==> src/hw/rtl/tape_language_interpreter_defines.svh <==
// Assertion macros shared by the tape language interpreter RTL.
// No dependencies; each file that asserts includes this header.
`ifndef TAPE_LANGUAGE_INTERPRETER_DEFINES_SVH
`define TAPE_LANGUAGE_INTERPRETER_DEFINES_SVH
`ifndef ASSERT_OFF
`define TLI_ASSERT(label, prop, msg) \
  label: assert property (@(posedge clk) disable iff (rst) prop) else $error(msg);
`define TLI_ASSERT_NEXT(label, ante, cons, msg) \
  label: assert property (@(posedge clk) disable iff (rst) (ante) |=> (cons)) else $error(msg);
`else
`define TLI_ASSERT(label, prop, msg)
`define TLI_ASSERT_NEXT(label, ante, cons, msg)
`endif
`endif

==> src/hw/rtl/tli_pkg.sv <==
// Package for the tape language interpreter: sizes, command characters,
// codes and the request, result and queue types. No dependencies.
package tli_pkg;

  localparam int PROGRAM_DEPTH = 1024;
  localparam int TAPE_DEPTH    = 4096;
  localparam int PROG_AW       = $clog2(PROGRAM_DEPTH);
  localparam int LEN_W         = PROG_AW + 1;
  localparam int TAPE_AW       = $clog2(TAPE_DEPTH);
  localparam int PC_W          = 11;

  localparam logic [7:0] CH_RIGHT = 8'h3E;
  localparam logic [7:0] CH_LEFT  = 8'h3C;
  localparam logic [7:0] CH_PLUS  = 8'h2B;
  localparam logic [7:0] CH_MINUS = 8'h2D;
  localparam logic [7:0] CH_DOT   = 8'h2E;
  localparam logic [7:0] CH_COMMA = 8'h2C;
  localparam logic [7:0] CH_OPEN  = 8'h5B;
  localparam logic [7:0] CH_CLOSE = 8'h5D;

  localparam logic [1:0] ACT_CLEAR  = 2'd0;
  localparam logic [1:0] ACT_APPEND = 2'd1;
  localparam logic [1:0] ACT_STEP   = 2'd2;
  localparam logic [1:0] ACT_NOP    = 2'd3;

  localparam logic [2:0] STAT_OK        = 3'd0;
  localparam logic [2:0] STAT_FINISHED  = 3'd1;
  localparam logic [2:0] STAT_OPEN_LEFT = 3'd2;
  localparam logic [2:0] STAT_UNDERFLOW = 3'd3;
  localparam logic [2:0] STAT_FULL      = 3'd4;
  localparam logic [2:0] STAT_LIMIT     = 3'd5;

  typedef enum logic [1:0] {OP_CLEAR, OP_APPEND, OP_STEP, OP_NOP} op_t;

  typedef enum logic [2:0] {
    S_WIPE, S_IDLE, S_EXEC, S_LOAD, S_SCANF, S_SCANB, S_RESP
  } state_t;

  typedef struct packed {
    logic [1:0] action;
    logic [7:0] data_byte;
  } req_t;

  typedef struct packed {
    logic [2:0]      status;
    logic            out_valid;
    logic [7:0]      out_byte;
    logic            input_taken;
    logic [PC_W-1:0] program_counter;
    logic [7:0]      cell_value;
  } rsp_t;

  typedef struct packed {
    op_t        op;
    logic [7:0] data;
  } item_t;

  typedef struct packed {
    logic  valid;
    item_t item;
  } queue_head_t;

endpackage

==> src/hw/rtl/tli_front.sv <==
// Front end: accepts requests, classifies the action and queues them.
// Depends on tli_pkg.
module tli_front import tli_pkg::*; (
  input  logic        clk,
  input  logic        rst,
  input  logic        req_valid,
  output logic        req_stall,
  input  req_t        req,
  input  logic        hold,
  output queue_head_t head,
  input  logic        pop
);
  item_t      q [2];
  logic       wptr;
  logic       rptr;
  logic [1:0] count;
  logic       push;
  item_t      cls;

  always_comb begin
    cls.data = req.data_byte;
    case (req.action)
      ACT_CLEAR:  cls.op = OP_CLEAR;
      ACT_APPEND: cls.op = OP_APPEND;
      ACT_STEP:   cls.op = OP_STEP;
      default:    cls.op = OP_NOP;
    endcase
  end

  // No request is taken while the back end is still clearing the tape.
  assign req_stall = (count == 2'd2) || hold;
  assign push      = req_valid && !req_stall;

  always_ff @(posedge clk) begin
    if (push) begin
      q[wptr] <= cls;
    end
  end

  always_ff @(posedge clk) begin
    if (rst) begin
      wptr  <= 1'b0;
      rptr  <= 1'b0;
      count <= 2'd0;
    end else begin
      if (push) begin
        wptr <= ~wptr;
      end
      if (pop) begin
        rptr <= ~rptr;
      end
      count <= count + {1'b0, push} - {1'b0, pop};
    end
  end

  assign head.valid = (count != 2'd0);
  assign head.item  = q[rptr];
endmodule

==> config.mk <==
export PLATFORM = sky130hd
export DESIGN_NAME = tli_front
export DESIGN_NICKNAME = d
export VERILOG_FILES = /design/src/hw/rtl/tape_language_interpreter_defines.svh /design/src/hw/rtl/tli_pkg.sv /design/src/hw/rtl/tli_front.sv
export SDC_FILE = /design/constraint.sdc
export NUM_CORES = 1
export LEC_CHECK = 0
export BUFFER_PORTS_ARGS = -buffer_cell sky130_fd_sc_hd__buf_2
export CELL_PAD_IN_SITES_DETAIL_PLACEMENT = 0
export CELL_PAD_IN_SITES_GLOBAL_PLACEMENT = 1
export CORE_MARGIN = 2
export CORE_UTILIZATION = 43
export CTS_CLUSTER_DIAMETER = 40
export CTS_CLUSTER_SIZE = 10
export DETAILED_ROUTE_END_ITERATION = 8
export PLACE_DENSITY_LB_ADDON = 0.1
export SYNTH_ARGS = -nofsm -noshare
export SYNTH_HDL_FRONTEND = slang
export SYNTH_SLANG_ARGS = --single-unit
export TNS_END_PERCENT = 50
==> constraint.sdc <==
create_clock -name clk -period 3 [get_ports clk]
set_input_delay 0.3 -clock clk [delete_from_list [all_inputs] [get_ports clk]]
set_output_delay 0.3 -clock clk [all_outputs]
set_load 0.02 [all_outputs]
## Word level (Yosys, flattened, before mapping)

Memories as Yosys holds them, arrays and structs flattened. A register that Yosys moved wholly into a read port is not among the register bits.
Cells that the tools add are included.

| cells by class | value |
|---|---|
| equal/unequal tests | 3 |
| muxes and demuxes | 5 |
| bitwise gates (word level) | 2 |
| $add $sub $neg | 2 |
| reduce and logical (&&, ||, !) cells | 5 |

Operators with widths:

| operator | count |
|---|---|
| $pmux W2 S3 | 1 |
| $eq A2 B2 Y1 const B | 2 |
| $mux W1 | 4 |
| $add A2 B1 Y2 | 1 |
| $eq A2 B1 Y1 const B | 1 |
| $logic_not A2 Y1 | 1 |
| $not A1 Y1 | 2 |
| $reduce_bool A2 Y1 | 1 |
| $sub A2 B1 Y2 | 1 |
| $logic_and A1 B1 Y1 | 1 |
| $logic_not A1 Y1 | 1 |
| $logic_or A1 B1 Y1 | 1 |

| word-level totals | value |
|---|---|
| bits in registers | 4 |
| output and inout bits | 12 |
| bits in writable memories | 20 |
| input port bits | 15 |
| memories | 1 |

Memories:

| memory | depth | width | rd ports | clocked after Yosys merged registers in | write ports | RTL line | RTL |
|---|---|---|---|---|---|---|---|
| q | 2 | 10 | 1 | 1 | 1 | tli_front.sv:13 | `item_t q [2];` |

## Logic depth before layout (Yosys ltp)

Gate-level depths: netlist of the first run.

| depth | value |
|---|---|
| word-level depth | 6 |
| gate-level depth with buffers | 8 |
| gate-level depth less buffers | 8 |

## Worst setup path after synthesis of the first run

No wires, ideal clock.

| path | value |
|---|---|
| path kind | reg-to-reg |
| start point | register count[0] |
| end point | register count[1] |
| path slack | 1.517 ns |
| data arrival time | 1.405 ns |
| period minus slack after synthesis | 1.483 ns |
| data required time | 2.922 ns |
| cell stages (with the launch flop) | 9 |
| library setup time | 0.078 ns |
| path buffers | 0 |
| cells stage by stage | dfxtp_1 > nand2b_2 > nand3b_4 > ha_1 > inv_1 > ha_1 > xor2_1 > and2_1 > nor3_1 |

| on the way | value |
|---|---|
| longest elaborated chain between the ends | 6 |

RTL lines:

| element | RTL line | RTL |
|---|---|---|
| from (decl) | tli_front.sv:16 | `logic [1:0] count;` |
| from (signal assigned) | tli_front.sv:52 | `count <= count + {1'b0, push} - {1'b0, pop};` |
| $eq A2 B2 Y1 | tli_front.sv:31 | `assign req_stall = (count == 2'd2) \|\| hold;` |
| $logic_or A1 B1 Y1 | tli_front.sv:31 |  |
| $logic_not A1 Y1 | tli_front.sv:32 | `assign push = req_valid && !req_stall;` |
| $logic_and A1 B1 Y1 | tli_front.sv:32 |  |
| $add A2 B1 Y2 (*) | tli_front.sv:52 |  |
| $sub A2 B1 Y2 (*) | tli_front.sv:52 |  |

Every way passes the cells marked *; elsewhere a longest branch is shown, timed or not.
A chain may end at the register's enable or synchronous reset.

==> metrics.yaml, run 1 <==
run_status:
  outcome: "finished clean"
layout:
  nets: 104
  diodes: 0
  multi_input_area_um2: 256
  fin_area_um2: 1160
  syn_to_final_growth_pct: 18.3
  regArea_um2: 701
  fin_util_pct: 53.3
  nFillCells: 198
  final_cells: 114
  drive_gt1_share_pct: 38.4
synth:
  ys_seq_area_share_pct: 71.7
  ys_types: 18
  yosys_warnings: 0
  synth_top_area_share_pct: 61.5
  yosysMostFrequentCell: "edfxtp_1"
  yosys-top-cells-area: "edfxtp_1 61%, mux2_1 12%, dfxtp_1 10%, nor2_1 2.7%, ha_1 2.6%"
  synth_area_um2: 977
  postSynth.topFlopCell: "edfxtp_1"
  syn-mean-instance-area_um2: 16.6
  async_flop_share_pct: 0
  ys_top_cells_by_count: "20 x edfxtp_1, 10 x mux2_1, 7 x nor2_1"
  postSynthCellCount: 59
  ys_seq_elements: 25
  synth_edf_count: 20
  yosysTopAreaCell: "edfxtp_1"
  synth.net_count: 76
power:
  p_int_mw: 0.497
  p_leak_nw: 0.464
  seqPwrFrac_pct: 62.9
  pwr-share-comb_pct: 16.4
  clock_power_share_pct: 20.8
  power.total_mw: 0.652
  vdd_ir_drop_max_mv: 0.385
  powerDensity_nw_per_um2: 564
  total_switching_power_mw: 0.155
  netSwitchingFraction_pct: 23.8
timing:
  whs_ns: 0.181
  rsz0062_at_grt: "false"
  final_max_slew_viol_count: 0
  finalCritPeriodShare_pct: 58.5
  finClkSkew_ns: 0.00684
  fmax_mhz: 570
  worst_slack_ns: 1.24
  tns_ns: 0
  fin_crit_ns: 1.76
  tightest_slew_ns: 0.871
  final-hold-violation-count: 0
  slew_headroom_pct: 41.7
  setup_viol: 0
floorplan:
  row_count: 17
  ios: 27
  core_um2: 2170
  start_util_pct: 45.0
  die_h_um: 51.7
  fp.dieW_um: 51.7
  die-area_um2: 2670
grt:
  met2_usage_pct: 18.4
  grt_start_max_net_pins: 14
  antenna_found_initial: 0
  grt_pass1_vias: 494
  grt_usage_pct: 11.3
  grt_pass1_wl_um: 2160
  grt.met1_usage_pct: 14.5
  globalRoute.totalOverflow: 0
  top_usage_layer: "met2"
  grt_util_met3_pct: 3.16
cts:
  cts_buffers: 3
  clock_latency_ns: 0.30
  cts_hold_buffers: 0
  cts_buffer_depth: 2
  clk_pin_slew_ns: 0.12
  cts_setup_buffers: 0
  root_buffer: "clkbuf_4"
  cts_tree: "yes"
  htreeDepth: 1
  cts_resized: 0
  cts.sinks: 25
routing:
  drt_first_pass_iters: 2
  first_iter_violations: 2
  drc: 0
  postRouteAntennaNets: 0
  num_vias: 521
  routed_via_density: 4.57
  routed_wl_um: 1340
  post_drt_wl_per_cell_um: 11.7
placement:
  routabilityCongestion: 0.697
  portBuffers: 26
  dpl.hpwl_um: 967
  place_inst: 110
  dp_slack_ns: 1.33
  placed_area_um2: 1130
setup_path:
  critPathMaxFanout: 10
  crit_type: "reg -> out"
  arrival_ns: 1.46
  required_ns: 2.70
  crit_path_end_kind: "primary output"
  start_kind: "register"
flow_run:
  cap_violations: 0
hold_path:
  hold_class: "in -> reg"
[power by group through the flow]
stage | Combinational, mW | Clock, mW | Sequential (mW)
finish | 0.107 | 0.135 | 0.410
CTS | 0.109 | 0.145 | 0.411
floorplan | 0.0792 | 0 | 0.411
global placement | 0.107 | 0 | 0.418
detailed placement | 0.108 | 0 | 0.419
global route | 0.118 | 0.163 | 0.414
[critical path: stages (launching register included)]
cell     delay (ns)
dfxtp_1        0.63
mux2_1         0.38
buf_2          0.16
[worst paths after layout]
check                                 to  cells after the start  slack [ns]     start
worst min register to register  register                      2        0.53      rptr
worst min-delay path             q[0][9]                      1        0.18    req[9]
worst max-delay path             head[8]                      2        1.24  register
worst max register to register   q[1][6]                      3        1.36  count[0]
[kinds of logic (layout without fill, tap and decap cells)]
| logic type | count (synthesis) | in the layout | synth area share (%) |
|---|---|---|---|
| buf+inv | 5 | 32 | 2.05 |
| flops | 25 | 25 | 71.7 |
| mux | 11 | 11 | 13.1 |
| fa+ha+maj | 2 | 2 | 2.56 |
| xor+xnor | 2 | 2 | 1.79 |
| simple gates | 14 | 14 | 8.84 |
[registers in the layout (all words and copies together), names as in the netlist, named ones only]
name   count
q         20
count      2
rptr       1
wptr       1
[cell usage in the layout, fill, tap and decap left out, types with 2 or more instances in the layout]
master,netlist,routed
mux2_1,10,10
nor2_1,7,7
buf_2,1,26
ha_1,2,2
edfxtp_1,20,20
dfxtp_1,5,5
clkbuf_4,0,3
inv_1,2,2
[routing by layer]
metal / routed length, um / share of wire (%)
met5: 0 / 0
met4: 0 / 0
met3: 80 / 6.0
met2: 657 / 49
met1: 599 / 45
[final cells by class]
class                           instances  area share [%]
Clock buffer                            4            2.27
Inverter                                2           0.649
Multi-Input combinational cell         29            22.2
Sequential cell                        25            60.6
Tap cell                               28            3.03
Timing Repair Buffer                   26            11.3
No activity file was read; power rests on OpenSTA's default activity.
==> run 2: changes to the inputs <==
CORE_UTILIZATION = 40   (was 43)
clock period = 1.75 ns   (was 3 ns; I/O delays follow)
==> run 2 against run 1 <==
  * Core utilization shrank 0.68 points
  * Hold slack worse by 0.12 ns
  * Combinational power increased by 79%
  * First-iteration DRC count increased to 2.5 times the previous value
  * Global-route usage decreased by 0.49 points
  * Clock skew fell by 0.0011 ns
  * Power increased by 72%
  * Highest routed layer is now met4
==> metrics.yaml, run 2 (synthesis gave the netlist of run 1 again) <==
run_status:
  outcome: "finished clean"  # unchanged
timing:
  worst_slack_ns: 0.140  # was 1.24 ns
  rsz0062_at_grt: "false"  # unchanged
  whs_ns: 0.0616  # was 0.181 ns
  tns_ns: 0  # unchanged
  fmax_mhz: 621
  final-hold-violation-count: 0  # unchanged
  finalCritPeriodShare_pct: 92.0
  setup_viol: 0  # unchanged
  slew_headroom_pct: 70.7  # was 41.7%
  fin_crit_ns: 1.61
  final_max_slew_viol_count: 0  # unchanged
  finClkSkew_ns: 0.00574  # was 0.00684 ns
  tightest_slew_ns: 0.439  # was 0.871 ns
setup_path:
  required_ns: 1.57  # was 2.70 ns
  path_delay_family: "flip-flops"  # unchanged
  worstReg2RegEnd: "count[1]"  # was q[1][6]
  r2r_setup_slack_ns: 0.15  # was 1.36 ns
  arrival_ns: 1.44  # was 1.46 ns
  slowest_stage: "dfxtp_1"  # unchanged
  crit_type: "reg -> out"  # unchanged
  timing.rr.start: "count[0]"  # unchanged
  crit_path_end_kind: "primary output"  # unchanged
  start_kind: "register"  # unchanged
  cp_cell_sequence: "mux2_1 -> buf_2"  # unchanged
  critPathMaxFanout: 10  # unchanged
  reg2regPathDepth: 8  # was 3
  critPathMaxStageDelay_ns: 0.61  # was 0.63 ns
  path_buf_inv: 1  # unchanged
cts:
  cts_buffers: 3  # unchanged
  cts_hold_buffers: 0  # unchanged
  cts_resized: 0  # unchanged
  cts_buffer_depth: 2  # unchanged
  root_buffer: "clkbuf_4"  # unchanged
  cts.sinks: 25  # unchanged
  clock_latency_ns: 0.29  # was 0.30 ns
  cts_setup_buffers: 0  # unchanged
  clk_pin_slew_ns: 0.12  # about the same
  htreeDepth: 1  # unchanged
  cts_tree: "yes"  # unchanged
placement:
  dp_slack_ns: 0.168  # was 1.33 ns
  dpl.hpwl_um: 997  # was 967 um
  placed_area_um2: 1160  # was 1130 um^2
  place_inst: 114  # was 110
  portBuffers: 26  # unchanged
  routabilityCongestion: 0.642  # was 0.697
routing:
  first_iter_violations: 5  # was 2
  num_vias: 534  # was 521
  routed_via_density: 4.53  # was 4.57
  wl_met3_um: 87  # was 80 um
  routed_wl_um: 1260  # was 1340 um
  dr.max_layer_used: "met4"  # was met3
  drt_first_pass_iters: 3  # was 2
  postRouteAntennaNets: 0  # unchanged
  drc: 0  # unchanged
  post_drt_wl_per_cell_um: 10.6  # was 11.7 um
  wl_met1_um: 507  # was 599 um
  wl_met2_um: 644  # was 657 um
layout:
  largest_reg_flops: 20  # unchanged
  final_cell_mix: "26 x buf_2, 20 x edfxtp_1, 10 x mux2_1"  # unchanged
  multi_input_area_um2: 256  # unchanged
  final_cells: 118  # was 114
  syn_to_final_growth_pct: 21.4  # was 18.3%
  nets: 108  # was 104
  top_regs: "q (20), count (2)"  # unchanged
  drive_gt1_share_pct: 41.1  # was 38.4%
  fin_area_um2: 1190  # was 1160 um^2
  regArea_um2: 701  # unchanged
  nFillCells: 213  # was 198
  largest_register: "q"  # unchanged
  fin_util_pct: 52.6  # was 53.3%
  diodes: 0  # unchanged
  final_common_cell: "buf_2"  # unchanged
floorplan:
  die-area_um2: 2850  # was 2670 um^2
  core_um2: 2250  # was 2170 um^2
  die_h_um: 53.4  # was 51.7 um
  ios: 27  # unchanged
  fp.dieW_um: 53.4  # was 51.7 um
  start_util_pct: 43.3  # was 45.0%
  row_count: 17  # unchanged
hold_path:
  hold_class: "in -> reg"  # unchanged
  hp-start: "req[1]"  # was req[9]
  whs_path_depth: 1  # unchanged
  min_to: "q[1][1]"  # was q[0][9]
grt:
  grt_usage_pct: 10.8  # was 11.3%
  grt_pass1_vias: 521  # was 494
  globalRoute.totalOverflow: 0  # unchanged
  antenna_found_initial: 0  # unchanged
  grt_pass1_wl_um: 2190  # was 2160 um
  grt_start_max_net_pins: 14  # unchanged
flow_run:
  cap_violations: 0  # unchanged
power:
  vdd_ir_drop_max_mv: 0.590  # was 0.385 mV
  powerDensity_nw_per_um2: 945  # was 564 nW/um^2
  power.total_mw: 1.12  # was 0.652 mW
  p_leak_nw: 0.485  # was 0.464 nW
[run 2: cell type report]
type	count	share of cell area, %
inverter	2	0.633
clock buffer	4	2.22
tap	28	2.95
timing repair buffer	30	13.5
sequential	25	59.1
multi-input combinational	29	21.6
[run 2: report_power, final]
part / internal, mW / switching [mW] / leakage, nW
logic: 0.0898 / 0.102 / 0.246
clock network: 0.0884 / 0.139 / 0.0150
registers: 0.680 / 0.0211 / 0.225
[run 2: routing by layer]
layer	GRT usage (%)	up-vias
met1	13.0	247
met5	0	-
li1	-	271
met3	2.54	2
met4	5.13	0
met2	18.1	14
[run 2: worst max path at each step]
stage	startpoint	endpoint	slack, ns	cells after the start
final	register	head[8]	0.14	2
after global routing	count[0]	count[1]	0.01	8
after CTS	register	head[8]	0.09	2
after detailed placement	count[0]	count[1]	0.17	8
after global placement	count[0]	count[1]	0.22	8
after floorplan	count[0]	count[1]	0.27	8
==> run 3: changes to the inputs <==
CORE_UTILIZATION = 43   (was 40)
SKIP_CTS_REPAIR_TIMING = 1   (was default)
clock period = 2 ns   (was 1.75 ns; I/O delays follow)
==> run 3 against run 2 <==
  * Non-clock buffer count fell by 2
  * Flip-flop and latch count unchanged
  * Power is 12% lower
  * First-iteration DRC count grew 40%
  * Final area down 1.3%
  * Register-to-register slack better by 0.27 ns
  * Wire length increased by 2.5%
  * Worst setup slack improved by 0.20 ns
  * Core utilization is 1.4 points higher
  * Combinational power down 15%
  * Critical endpoint is now head[5]
  * Hold slack better by 0.018 ns
==> metrics.yaml, run 3 (synthesis gave the netlist of run 1 again) <==
run_status:
  outcome: "finished clean"  # unchanged
layout:
  final_common_cell: "buf_2"  # unchanged
  diodes: 0  # unchanged
  nets: 106  # was 108
  drive_gt1_share_pct: 39.8  # was 41.1%
  largest_reg_flops: 20  # unchanged
  final_cells: 116  # was 118
  regArea_um2: 701  # unchanged
  final_cell_mix: "26 x buf_2, 20 x edfxtp_1, 10 x mux2_1"  # unchanged
  multi_input_area_um2: 256  # unchanged
  largest_register: "q"  # unchanged
  top_regs: "q (20), count (2)"  # unchanged
  nFillCells: 212  # was 213
  syn_to_final_growth_pct: 19.8  # was 21.4%
power:
  pwr-share-comb_pct: 16.7  # was 17.1%
  power.total_mw: 0.982  # was 1.12 mW
  p_leak_nw: 0.475  # was 0.485 nW
  vdd_ir_drop_max_mv: 0.444  # was 0.590 mV
  seqPwrFrac_pct: 62.6  # about the same
  p_int_mw: 0.748  # was 0.859 mW
  total_switching_power_mw: 0.234  # was 0.262 mW
  powerDensity_nw_per_um2: 838  # was 945 nW/um^2
  clock_power_share_pct: 20.7  # was 20.3%
  netSwitchingFraction_pct: 23.8  # was 23.4%
grt:
  globalRoute.totalOverflow: 0  # unchanged
  antenna_found_initial: 0  # unchanged
  grt_usage_pct: 11.1  # was 10.8%
  grt_start_max_net_pins: 14  # unchanged
  grt_pass1_vias: 498  # was 521
  grt_pass1_wl_um: 2080  # was 2190 um
timing:
  fmax_mhz: 601
  rsz0062_at_grt: "false"  # unchanged
  worst_slack_ns: 0.336  # was 0.140 ns
  tightest_slew_ns: 0.477  # was 0.439 ns
  finClkSkew_ns: 0.00326  # was 0.00574 ns
  tns_ns: 0  # unchanged
  final-hold-violation-count: 0  # unchanged
  fin_crit_ns: 1.66
  slew_headroom_pct: 68.2  # was 70.7%
  whs_ns: 0.0791  # was 0.0616 ns
  final_max_slew_viol_count: 0  # unchanged
  setup_viol: 0  # unchanged
  finalCritPeriodShare_pct: 83.2
setup_path:
  r2r_setup_slack_ns: 0.42  # was 0.15 ns
  crit_path_end_kind: "primary output"  # unchanged
  slowest_stage: "dfxtp_1"  # unchanged
  critPathMaxFanout: 10  # unchanged
  cp_cell_sequence: "mux2_1 -> buf_2"  # unchanged
  timing.rr.start: "count[0]"  # unchanged
  critPathMaxStageDelay_ns: 0.63  # was 0.61 ns
  reg2regPathDepth: 8  # unchanged
  crit_type: "reg -> out"  # unchanged
  required_ns: 1.80  # was 1.57 ns
  arrival_ns: 1.46  # was 1.44 ns
  worstReg2RegEnd: "count[1]"  # unchanged
  start_kind: "register"  # unchanged
hold_path:
  whs_path_depth: 1  # unchanged
  min_to: "q[0][7]"  # was q[1][1]
  hold_class: "in -> reg"  # unchanged
  hp-start: "req[7]"  # was req[1]
routing:
  wl_met1_um: 566  # was 507 um
  routed_wl_um: 1290  # was 1260 um
  wl_met2_um: 646  # was 644 um
  drc: 0  # unchanged
  postRouteAntennaNets: 0  # unchanged
  dr.max_layer_used: "met3"  # was met4
  drt_first_pass_iters: 2  # was 3
  post_drt_wl_per_cell_um: 11.1  # was 10.6 um
  routed_via_density: 4.58  # was 4.53
  first_iter_violations: 7  # was 5
  wl_met3_um: 76  # was 87 um
  num_vias: 531  # was 534
cts:
  cts_buffers: 3  # unchanged
  cts_buffer_depth: 2  # unchanged
  cts_tree: "yes"  # unchanged
  cts.sinks: 25  # unchanged
  root_buffer: "clkbuf_4"  # unchanged
  clock_latency_ns: 0.30  # was 0.29 ns
  htreeDepth: 1  # unchanged
  clk_pin_slew_ns: 0.12  # about the same
placement:
  portBuffers: 26  # unchanged
  place_inst: 112  # was 114
  dp_slack_ns: 0.438  # was 0.168 ns
  dpl.hpwl_um: 925  # was 997 um
  routabilityCongestion: 0.631  # was 0.642
floorplan:
  die-area_um2: 2670  # was 2850 um^2
  die_h_um: 51.7  # was 53.4 um
  row_count: 17  # unchanged
  core_um2: 2170  # was 2250 um^2
  start_util_pct: 45.0  # was 43.3%
  fp.dieW_um: 51.7  # was 53.4 um
  ios: 27  # unchanged
flow_run:
  cap_violations: 0  # unchanged
==> run 3: cell count changes in the layout (fill, tap and decap cells not counted), sizes merged <==
cell  previous run  this run
buf             30        28
==> run 3: cell type report <==
cell class | instances | share of cell area, %
clock buffer | 4 | 2.24
inverter | 2 | 0.641
multi-input combinational | 29 | 21.9
timing repair buffer | 28 | 12.4
tap | 28 | 2.99
sequential | 25 | 59.8
==> run 3: worst max-delay path by stage <==
stage | end | depth (start not counted) | start
after global placement | count[1] | 8 | count[0]
after CTS | head[5] | 2 | register
after global routing | head[5] | 2 | register
after floorplan | count[1] | 8 | count[0]
after detailed placement | count[1] | 8 | count[0]
final | head[5] | 2 | register
==> run 3: routing by layer <==
metal  GRT usage (%)  vias to the layer above
li1                -                      265
met1            14.1                      252
met2            16.9                       14
met3            3.16                        0
met4            6.58                        0
met5               0                        -
==> run 3: worst max-delay path: cells and delay by family (launching register included) <==
family	cells	cell delay, ns
buffers and inverters	1	0.16
flip-flops	1	0.63
multiplexers	1	0.37
==> run 3: metrics by stage <==
step	cell area, um^2	util, %
after floorplan	977	-
after global placement	1140	52.8
after detailed placement	1140	52.8
after CTS	1170	54.0
after global routing	1170	54.0
final	1170	54.0
==> run 3: power by group through the flow <==
stage          Sequential [mW]  Clock (mW)  Combinational [mW]
5_1_grt                  0.620       0.233               0.180
4_1_cts                  0.615       0.218               0.167
6_report                 0.615       0.203               0.164
2_1_floorplan            0.617           0               0.119
3_3_place_gp             0.626           0               0.164
3_5_place_dp             0.628           0               0.166
